`config.mk`:
```
export PLATFORM = sky130hd
export DESIGN_NAME = sliding_window_receiver
export DESIGN_NICKNAME = d
export VERILOG_FILES = /design/src/rtl/swr_pkg.sv /design/src/rtl/swr_front.sv /design/src/rtl/swr_back.sv /design/src/rtl/sliding_window_receiver.sv
export VERILOG_INCLUDE_DIRS = /design/src /design/src/rtl
export SDC_FILE = /design/constraint.sdc
export NUM_CORES = 1
export LEC_CHECK = 0
export BUFFER_PORTS_ARGS = -buffer_cell sky130_fd_sc_hd__buf_2
export CORE_MARGIN = 2
export CORE_UTILIZATION = 35
export DETAILED_ROUTE_END_ITERATION = 6
export PLACE_DENSITY = 0.48
export SLEW_MARGIN = 20
export SYNTH_ARGS = -nofsm -noshare
export SYNTH_HDL_FRONTEND = slang
export SYNTH_SLANG_ARGS = --single-unit
```
`constraint.sdc`:
```
create_clock -name clk -period 20.2 [get_ports clk]
set_input_delay 5.05 -clock clk [delete_from_list [all_inputs] [get_ports clk]]
set_output_delay 5.05 -clock clk [all_outputs]
set_load 0.05 [all_outputs]
```
`src/rtl/sliding_window_receiver_macros.svh`:
```
// Assertion macros for the sliding window receiver.
`ifndef SLIDING_WINDOW_RECEIVER_MACROS_SVH
`define SLIDING_WINDOW_RECEIVER_MACROS_SVH
`ifndef SYNTHESIS
`define SWR_IMPLY(lbl, ante, cons) \
	lbl: assert property (@(posedge clk) disable iff (!arst_n) (ante) |-> (cons)) \
	else $error("sliding window receiver: check failed");
`define SWR_NEXT(lbl, ante, cons) \
	lbl: assert property (@(posedge clk) disable iff (!arst_n) (ante) |=> (cons)) \
	else $error("sliding window receiver: check failed");
`else
`define SWR_IMPLY(lbl, ante, cons)
`define SWR_NEXT(lbl, ante, cons)
`endif
`endif

```
`src/rtl/swr_pkg.sv`:
```
// Shared types and constants of the sliding window receiver.
`timescale 1ns / 1ps
package swr_pkg;
	localparam logic [10:0] MAX_PAYLOAD = 11'd1500;

	localparam logic [1:0] PT_START = 2'd0;
	localparam logic [1:0] PT_END   = 2'd1;

	localparam logic [1:0] K_STORE   = 2'd0;
	localparam logic [1:0] K_DELIVER = 2'd1;
	localparam logic [1:0] K_ACK     = 2'd2;
	localparam logic [1:0] K_STATUS  = 2'd3;

	localparam logic [1:0] STAT_CONN = 2'd0;
	localparam logic [1:0] STAT_DONE = 2'd1;
	localparam logic [1:0] STAT_FAIL = 2'd2;

	localparam logic [1:0] REG_WINDOW  = 2'd0;
	localparam logic [1:0] REG_MODE    = 2'd1;
	localparam logic [1:0] REG_TIMEOUT = 2'd2;

	typedef struct packed {
		logic        tick;
		logic [1:0]  ptype;
		logic [31:0] seq;
		logic [10:0] len;
		logic        good;
	} cmd_t;

	typedef struct packed {
		logic [5:0]  win_pkts;
		logic        ack_mode;
		logic [15:0] timeout_ticks;
	} cfg_t;
endpackage

```
`src/rtl/swr_front.sv`:
```
// Input side: takes words, decodes them and queues commands for the sequencer.
`timescale 1ns / 1ps
module swr_front (
	input  logic               clk,
	input  logic               arst_n,
	input  logic               s_tvalid,
	output logic               s_tready,
	input  logic [47:0]        s_tdata,  // seq[31:0], pkt_length[42:32], checksum_ok[43]
	input  logic [2:0]         s_tuser,  // action[0], pkt_type[2:1]
	output logic               cmd_valid,
	output swr_pkg::cmd_t      cmd,
	input  logic               cmd_pop
);
	import swr_pkg::*;

	cmd_t       fifo_q [2];
	logic       wr_q;
	logic       rd_q;
	logic [1:0] cnt_q;
	cmd_t       dec;
	logic       push;

	always_comb begin
		dec.tick  = s_tuser[0];
		dec.ptype = s_tuser[2:1];
		dec.seq   = s_tdata[31:0];
		dec.len   = (s_tdata[42:32] > MAX_PAYLOAD) ? MAX_PAYLOAD : s_tdata[42:32];
		dec.good  = s_tdata[43];
	end

	assign s_tready  = (cnt_q != 2'd2);
	assign push      = s_tvalid && s_tready;
	assign cmd_valid = (cnt_q != 2'd0);
	assign cmd       = fifo_q[rd_q];

	always_ff @(posedge clk) begin
		if (push) begin
			fifo_q[wr_q] <= dec;
		end
	end

	always_ff @(posedge clk or negedge arst_n) begin
		if (!arst_n) begin
			wr_q  <= 1'b0;
			rd_q  <= 1'b0;
			cnt_q <= 2'd0;
		end else begin
			if (push) begin
				wr_q <= ~wr_q;
			end
			if (cmd_pop) begin
				rd_q <= ~rd_q;
			end
			if (push && !cmd_pop) begin
				cnt_q <= cnt_q + 2'd1;
			end else if (!push && cmd_pop) begin
				cnt_q <= cnt_q - 2'd1;
			end
		end
	end
endmodule

```
`src/rtl/swr_back.sv`:
```
// Sequencer: runs the connection, the window store and in-order release.
`timescale 1ns / 1ps
module swr_back #(
	parameter int WINDOW = 32
) (
	input  logic               clk,
	input  logic               arst_n,
	input  logic               cmd_valid,
	input  swr_pkg::cmd_t      cmd,
	output logic               cmd_pop,
	input  swr_pkg::cfg_t      cfg,
	output logic               m_tvalid,
	input  logic               m_tready,
	output logic [55:0]        m_tdata,  // slot[4:0], length[15:5], ack_seq[47:16], status[49:48]
	output logic [1:0]         m_tuser,  // kind[1:0]
	output logic               m_tlast
);
	import swr_pkg::*;

	localparam int SW = (WINDOW > 1) ? $clog2(WINDOW) : 1;

	localparam logic [2:0] ST_IDLE  = 3'd0;
	localparam logic [2:0] ST_ACK1  = 3'd1;
	localparam logic [2:0] ST_MOD   = 3'd2;
	localparam logic [2:0] ST_STORE = 3'd3;
	localparam logic [2:0] ST_REL   = 3'd4;
	localparam logic [2:0] ST_ACK2  = 3'd5;
	localparam logic [2:0] ST_STAT  = 3'd6;

	localparam logic [1:0] PH_LISTEN = 2'd0;
	localparam logic [1:0] PH_CONN   = 2'd1;
	localparam logic [1:0] PH_DONE   = 2'd2;
	localparam logic [1:0] PH_FAIL   = 2'd3;

	logic [2:0]  state_q;
	logic [1:0]  phase_q;
	logic [31:0] ne_q;
	logic [WINDOW-1:0] filled_q;
	logic [10:0] len_mem [WINDOW];
	logic [15:0] idle_q;
	logic [5:0]  w_q;
	logic        mode_q;
	logic [31:0] ack_q;
	logic        ack_last_q;
	logic [2:0]  ack_next_q;
	logic [1:0]  stat_q;
	logic [5:0]  off_q;
	logic [10:0] len_q;
	logic [5:0]  rem_q;
	logic [31:0] nsh_q;
	logic [2:0]  cnt_q;
	logic [5:0]  rptr_q;

	logic        ov_q;
	logic [1:0]  okind_q;
	logic [4:0]  oslot_q;
	logic [10:0] olen_q;
	logic [31:0] oack_q;
	logic [1:0]  ostat_q;
	logic        olast_q;

	logic [5:0]  wu;
	logic [31:0] off_full;
	logic        in_win;
	logic [15:0] idle_inc;
	logic [5:0]  rem_nx;
	logic [6:0]  ssum;
	logic [5:0]  sslot;
	logic        head_filled;
	logic [5:0]  nr;
	logic        fnext;
	logic        can_emit;

	always_comb begin
		if (cfg.win_pkts == 6'd0) begin
			wu = 6'd1;
		end else if (cfg.win_pkts > 6'(WINDOW)) begin
			wu = 6'(WINDOW);
		end else begin
			wu = cfg.win_pkts;
		end
		off_full = cmd.seq - ne_q;
		in_win   = off_full < {26'd0, wu};
		idle_inc = (idle_q == 16'hFFFF) ? idle_q : idle_q + 16'd1;
	end

	// Four bits of the dividend per cycle, most significant first.
	always_comb begin
		logic [5:0] r;
		r = rem_q;
		for (int i = 0; i < 4; i++) begin
			r = {r[4:0], nsh_q[31-i]};
			if (r >= w_q) begin
				r = r - w_q;
			end
		end
		rem_nx = r;
	end

	always_comb begin
		ssum        = {1'b0, rem_q} + {1'b0, off_q};
		sslot       = (ssum >= {1'b0, w_q}) ? 6'(ssum - {1'b0, w_q}) : ssum[5:0];
		head_filled = filled_q[rem_q[SW-1:0]] || (sslot == rem_q);
		nr          = (rptr_q + 6'd1 == w_q) ? 6'd0 : rptr_q + 6'd1;
		fnext       = (nr != rptr_q) && filled_q[nr[SW-1:0]];
	end

	assign can_emit = !ov_q || m_tready;
	assign cmd_pop  = (state_q == ST_IDLE) && cmd_valid;

	always_ff @(posedge clk) begin
		if (state_q == ST_STORE && can_emit) begin
			len_mem[sslot[SW-1:0]] <= len_q;
		end
	end

	always_ff @(posedge clk or negedge arst_n) begin
		if (!arst_n) begin
			state_q    <= ST_IDLE;
			phase_q    <= PH_LISTEN;
			ne_q       <= '0;
			filled_q   <= '0;
			idle_q     <= '0;
			w_q        <= 6'd1;
			mode_q     <= 1'b0;
			ack_q      <= '0;
			ack_last_q <= 1'b0;
			ack_next_q <= ST_IDLE;
			stat_q     <= STAT_CONN;
			off_q      <= '0;
			len_q      <= '0;
			rem_q      <= '0;
			nsh_q      <= '0;
			cnt_q      <= '0;
			rptr_q     <= '0;
			ov_q       <= 1'b0;
			okind_q    <= K_STORE;
			oslot_q    <= '0;
			olen_q     <= '0;
			oack_q     <= '0;
			ostat_q    <= '0;
			olast_q    <= 1'b0;
		end else begin
			if (m_tready) begin
				ov_q <= 1'b0;
			end
			case (state_q)
				ST_IDLE: begin
					if (cmd_valid && (phase_q == PH_LISTEN || phase_q == PH_CONN)) begin
						if (cmd.tick) begin
							idle_q <= idle_inc;
							if (idle_inc >= cfg.timeout_ticks) begin
								phase_q <= PH_FAIL;
								stat_q  <= STAT_FAIL;
								state_q <= ST_STAT;
							end
						end else if (phase_q == PH_LISTEN) begin
							if (!cmd.good || cmd.ptype == PT_END) begin
								phase_q <= PH_FAIL;
								stat_q  <= STAT_FAIL;
								state_q <= ST_STAT;
							end else if (cmd.ptype == PT_START) begin
								ack_q      <= cmd.seq;
								ack_last_q <= 1'b0;
								ack_next_q <= ST_STAT;
								stat_q     <= STAT_CONN;
								phase_q    <= PH_CONN;
								ne_q       <= '0;
								idle_q     <= '0;
								filled_q   <= '0;
								state_q    <= ST_ACK1;
							end
						end else begin
							idle_q <= '0;
							if (cmd.good) begin
								if (cmd.ptype == PT_END) begin
									ack_q      <= cfg.ack_mode ? cmd.seq : ne_q;
									ack_last_q <= 1'b0;
									ack_next_q <= ST_STAT;
									stat_q     <= STAT_DONE;
									phase_q    <= PH_DONE;
									state_q    <= ST_ACK1;
								end else begin
									w_q    <= wu;
									mode_q <= cfg.ack_mode;
									off_q  <= off_full[5:0];
									len_q  <= cmd.len;
									nsh_q  <= ne_q;
									rem_q  <= '0;
									cnt_q  <= '0;
									if (cfg.ack_mode) begin
										ack_q      <= cmd.seq;
										ack_last_q <= !in_win;
										ack_next_q <= in_win ? ST_MOD : ST_IDLE;
										state_q    <= ST_ACK1;
									end else begin
										state_q <= in_win ? ST_MOD : ST_ACK2;
									end
								end
							end
						end
					end
				end
				ST_ACK1: begin
					if (can_emit) begin
						ov_q    <= 1'b1;
						okind_q <= K_ACK;
						oslot_q <= '0;
						olen_q  <= '0;
						oack_q  <= ack_q;
						ostat_q <= '0;
						olast_q <= ack_last_q;
						state_q <= ack_next_q;
					end
				end
				ST_MOD: begin
					rem_q <= rem_nx;
					nsh_q <= {nsh_q[27:0], 4'd0};
					cnt_q <= cnt_q + 3'd1;
					if (cnt_q == 3'd7) begin
						state_q <= ST_STORE;
					end
				end
				ST_STORE: begin
					if (can_emit) begin
						filled_q[sslot[SW-1:0]] <= 1'b1;
						rptr_q  <= rem_q;
						ov_q    <= 1'b1;
						okind_q <= K_STORE;
						oslot_q <= sslot[4:0];
						olen_q  <= len_q;
						oack_q  <= '0;
						ostat_q <= '0;
						olast_q <= mode_q && !head_filled;
						if (head_filled) begin
							state_q <= ST_REL;
						end else begin
							state_q <= mode_q ? ST_IDLE : ST_ACK2;
						end
					end
				end
				ST_REL: begin
					if (can_emit) begin
						filled_q[rptr_q[SW-1:0]] <= 1'b0;
						ne_q    <= ne_q + 32'd1;
						rptr_q  <= nr;
						ov_q    <= 1'b1;
						okind_q <= K_DELIVER;
						oslot_q <= rptr_q[4:0];
						olen_q  <= len_mem[rptr_q[SW-1:0]];
						oack_q  <= '0;
						ostat_q <= '0;
						olast_q <= mode_q && !fnext;
						if (!fnext) begin
							state_q <= mode_q ? ST_IDLE : ST_ACK2;
						end
					end
				end
				ST_ACK2: begin
					if (can_emit) begin
						ov_q    <= 1'b1;
						okind_q <= K_ACK;
						oslot_q <= '0;
						olen_q  <= '0;
						oack_q  <= ne_q;
						ostat_q <= '0;
						olast_q <= 1'b1;
						state_q <= ST_IDLE;
					end
				end
				ST_STAT: begin
					if (can_emit) begin
						ov_q    <= 1'b1;
						okind_q <= K_STATUS;
						oslot_q <= '0;
						olen_q  <= '0;
						oack_q  <= '0;
						ostat_q <= stat_q;
						olast_q <= 1'b1;
						state_q <= ST_IDLE;
					end
				end
				default: begin
					state_q <= ST_IDLE;
				end
			endcase
		end
	end

	assign m_tvalid = ov_q;
	assign m_tuser  = okind_q;
	assign m_tlast  = olast_q;
	assign m_tdata  = {6'd0, ostat_q, oack_q, olen_q, oslot_q};
endmodule

```
`src/rtl/sliding_window_receiver.sv`:
```
// Sliding window receiver: an input queue, the release sequencer and configuration registers.
//
// Receiver control path of a reliable datagram transfer. Words on the slave side are packet
// arrivals or time ticks; words on the master side tell the payload store what to keep,
// what to hand on in order, which acks to send and how the transfer stands. A two-word
// queue sits between input and sequencer, and one output register holds each result. For a
// data packet in the window, the slot number is found by a remainder unit that works four
// bits of the expected sequence number per cycle, most significant first, and the release
// walks one slot per cycle while m_tready does not hold the output. The configuration must
// be written only while no word is in flight; the block itself does not enforce it.
`timescale 1ns / 1ps
module sliding_window_receiver #(
	parameter int WINDOW = 32
) (
	input  logic        clk,
	input  logic        arst_n,
	input  logic        s_tvalid,
	output logic        s_tready,
	input  logic [47:0] s_tdata,   // seq[31:0], pkt_length[42:32], checksum_ok[43]
	input  logic [2:0]  s_tuser,   // action[0], pkt_type[2:1]
	output logic        m_tvalid,
	input  logic        m_tready,
	output logic [55:0] m_tdata,   // slot[4:0], length[15:5], ack_seq[47:16], status[49:48]
	output logic [1:0]  m_tuser,   // kind[1:0]
	output logic        m_tlast,
	input  logic        cfg_we,
	input  logic [1:0]  cfg_addr,
	input  logic [15:0] cfg_wdata
);
	import swr_pkg::*;
	`include "sliding_window_receiver_macros.svh"

	cfg_t cfg_q;
	logic cmd_valid;
	cmd_t cmd;
	logic cmd_pop;

	always_ff @(posedge clk or negedge arst_n) begin
		if (!arst_n) begin
			cfg_q.win_pkts      <= 6'd32;
			cfg_q.ack_mode      <= 1'b0;
			cfg_q.timeout_ticks <= 16'd10000;
		end else if (cfg_we) begin
			case (cfg_addr)
				REG_WINDOW:  cfg_q.win_pkts      <= cfg_wdata[5:0];
				REG_MODE:    cfg_q.ack_mode      <= cfg_wdata[0];
				REG_TIMEOUT: cfg_q.timeout_ticks <= cfg_wdata;
				default: begin
				end
			endcase
		end
	end

	swr_front u_front (
		.clk       (clk),
		.arst_n    (arst_n),
		.s_tvalid  (s_tvalid),
		.s_tready  (s_tready),
		.s_tdata   (s_tdata),
		.s_tuser   (s_tuser),
		.cmd_valid (cmd_valid),
		.cmd       (cmd),
		.cmd_pop   (cmd_pop)
	);

	swr_back #(
		.WINDOW (WINDOW)
	) u_back (
		.clk       (clk),
		.arst_n    (arst_n),
		.cmd_valid (cmd_valid),
		.cmd       (cmd),
		.cmd_pop   (cmd_pop),
		.cfg       (cfg_q),
		.m_tvalid  (m_tvalid),
		.m_tready  (m_tready),
		.m_tdata   (m_tdata),
		.m_tuser   (m_tuser),
		.m_tlast   (m_tlast)
	);

	`SWR_IMPLY(a_status_last, m_tvalid && m_tuser == K_STATUS, m_tlast)
	`SWR_IMPLY(a_len_bound, m_tvalid && (m_tuser == K_STORE || m_tuser == K_DELIVER), m_tdata[15:5] <= MAX_PAYLOAD)
	`SWR_IMPLY(a_slot_bound, m_tvalid && (m_tuser == K_STORE || m_tuser == K_DELIVER), 32'(m_tdata[4:0]) < 32'(WINDOW))
	`SWR_NEXT(a_fail_stops, m_tvalid && m_tready && m_tuser == K_STATUS && m_tdata[49:48] == STAT_FAIL, !m_tvalid)
endmodule
```
==> out/results.md <==
### STA
* 0 — Hold Fails Final Rpt
* 949 ps — Worst Max-Slew Pin Slew
* 0 ps — final total negative setup slack
* 0 — final number of setup-violating endpoints
* 8620 ps — minimum clock period after layout
* 0.116 GHz — fmax
* 36.7% — slew margin rel.
* 0 — total count of max-transition violations in the final report
* 42.7% — final worst-path cycle share
* 478 ps — worst hold margin
* no — RSZ-0062 raised after global routing
* 15.6 ps — skew final

### Synthesis
* 38.1% — share of synthesized flip-flops with an asynchronous set or reset
* sky130_fd_sc_hd__edfxtp_1 (39%), sky130_fd_sc_hd__dfrtp_1 (19%), sky130_fd_sc_hd__mux4_2 (6.9%) — cell types with the largest area share after synthesis
* 2,754 — number of cells produced by synthesis
* 58.3% — post-synthesis sequential area ratio
* 446 — number of enable-type register cells in the synthesized netlist
* sky130_fd_sc_hd__edfxtp_1 — most common flop cell mapped by yosys
* 0.0348 mm^2 — Cell Area, Synth
* 38.5% — area share of the largest cell type after synthesis
* sky130_fd_sc_hd__edfxtp_1 — cell type with the largest total area after synthesis
* 0 — synth warn
* 99 — library cells used by synthesis
* 12.6 um^2 — Avg Inst Size Synth
* 720 — flops & latches, synth

### Worst setup path
* 660 ps — longest individual stage delay on the worst path
* flop to flop — WS Path Type
* 9100 ps — WP data arrival
* flop — kind of end point of the critical path
* 20,680 ps — Critical Path RT
* u_back.w_q[1] — worst setup path startpoint
* sky130_fd_sc_hd__a21oi_1 — cell seen most often among critical-path stages
* 11 — largest fanout on the critical path
* u_back.w_q[1] — reg2reg start
* sky130_fd_sc_hd__dfrtp_1 — slowest CP cell
* flop — type of origin of the critical path

### Routing
* 97,900 um — Post-Route WL
* 23.1 um — WL per Instance
* 1,750 — count of routing violations after the opening detailed-route iteration
* 5.47 — vias per cell
* 0 — DRC errors left
* 23,100 — count of vias placed by the detailed router
* 0 — antenna viol nets, final
* 5 — count of TritonRoute iterations in the first routing pass

### Clock tree
* 0 — number of post-CTS setup repair buffers
* 81 — Inserted Clock Buffers
* 60 ps — CTS clk-pin slew, worst paths
* 720 — Sinks on Clock Net
* 0 — number of resized instances in the post-cts repair step
* 3 — Max clock buf depth
* built — clock tree from TritonCTS
* sky130_fd_sc_hd__clkbuf_16 — root buffer selected by CTS
* 650 ps — clock latency at the later pin of the worst-skew pair
* 3 — count of H-tree levels built during CTS
* 0 — total of hold buffers inserted after clock tree synthesis

### Global route
* 0 — sum of overflow across all layers after global routing
* 94 — largest net degree at the start of global routing
* 23,800 — vias in the first global route
* 19.2% — total routing usage reported by global routing
* 149,000 um — wire length of the first global-routing pass
* 2 — number of antenna violations at the first check in global routing

### Final layout
* 9,376 — # fillers
* 19.5% — share of layout cells above drive strength 1
* 40.2% — Final Core Density
* 13.9% — Area growth, synth to finish
* sky130_fd_sc_hd__edfxtp_1 (446), sky130_fd_sc_hd__dfrtp_1 (264), sky130_fd_sc_hd__nand2_1 (247), sky130_fd_sc_hd__nor2_1 (209), sky130_fd_sc_hd__a21oi_1 (174) — most frequent cells in the layout
* sky130_fd_sc_hd__edfxtp_1 — most common cell after layout, fill and taps aside
* 3,053 — Layout Nets
* 0.0396 mm^2 — post-route standard cell area excluding fillers

### Min path
* u_back.ack_q[13] — startpoint of the tightest hold check path
* flop to flop — Tightest Hold Check Type

### Floorplanning
* 319 um — height of the die
* 115 — number of core rows
* 135 — IO Count
* 0.0984 mm^2 — floorplan core area
* 0.102 mm^2 — total die area
* 35.3% — effective utilization at floorplan
* 319 um — die span in x

### Placement
* 65,900 um — DP HPWL
* 124 — buffers added on ports
* 0.0369 mm^2 — standard cell area after detailed placement
* 0.870 — final RePlAce weighted congestion

### Flow run
* 0 — MaxCap Viol Count

### Run status
* complete, no violations — status

## routing by layer
metal	global-route usage, %	share of wire [%]	vias to the layer above
met5	0	0	-
met4	5.26	2.4	0
met3	3.14	4.6	137
met2	31.9	48	569
met1	26.0	45	11800
li1	-	-	10600
## sequential cells by signal, indices dropped and copies added, names as in the netlist, 16 cells and up
name             cells
u_back.filled_q     32
u_back.idle_q       16
u_back.oack_q       32
u_back.ack_q        32
cfg_q               23
u_back.len_mem     352
u_back.ne_q         32
u_front.fifo_q      94
u_back.nsh_q        32
## worst paths after layout
check,end,slack (ps),depth (start not counted)
worst max-delay path,u_back.rem_q[4],11580,35
worst min-delay path,u_back.ack_q[13],480,2
worst max register to register,u_back.rem_q[4],11580,35
worst min register to register,u_back.ack_q[13],480,2
max in group asynchronous,u_front.rd_q,13340,3
min in group asynchronous,u_back.oack_q[20],4400,1
## Yosys cell counts, drive strengths merged, types with 18 or more instances
| cell | instances |
|---|---|
| dfrtp | 267 |
| edfxtp | 446 |
| nor3 | 30 |
| o22a | 32 |
| nor2 | 227 |
| ha | 97 |
| mux2 | 77 |
| a21oi | 177 |
| a22oi | 62 |
| clkbuf | 98 |
| nand4 | 18 |
| o21ai | 130 |
| and3 | 23 |
| a31oi | 44 |
| a21o | 31 |
| mux2i | 60 |
| inv | 92 |
| mux4 | 107 |
| xor2 | 18 |
| buf | 61 |
| nand2b | 25 |
| nand2 | 248 |
| xnor2 | 73 |
| nand3 | 73 |
## per-stage QoR
step	worst slack [ps]	cells
floorplan	12610	2759
CTS	11530	4226
detailed placement	11590	4078
global route	10780	4228
global placement	11670	4077
finish	11580	4228
## worst max-delay path, delay by kind of cell, from the launching register on
kind                     cells  cell delay, ps
flip-flops                   1             660
buffers and inverters        2             380
adder cells (fa/ha/maj)      4            1390
AO/OA/AOI/OAI               16            3880
AND/OR/NAND/NOR             10             980
multiplexers                 3            1150
## kinds of logic after synthesis
logic type	synth area share, %
simple gates	9.75
flops	58.3
compound gates	11.6
buf+inv	2.99
mux	11.2
fa+ha+maj	3.89
xor+xnor	2.34
other cells	0.0108
## layout make-up
type | count | area (um^2) | share of cell area (%)
Tap cell | 1287 | 1610 | 4.07
Inverter | 92 | 345 | 0.872
Antenna cell | 1 | 2.50 | 0.00632
Clock inverter | 40 | 434 | 1.10
Multi-Input combinational cell | 1788 | 13600 | 34.3
Clock buffer | 108 | 2200 | 5.55
Timing Repair Buffer | 192 | 1170 | 2.96
Sequential cell | 720 | 20300 | 51.2
Power is left out: the tool's default activity adds up to more than one toggle a clock period on the data nets, which glitch-free logic cannot reach.
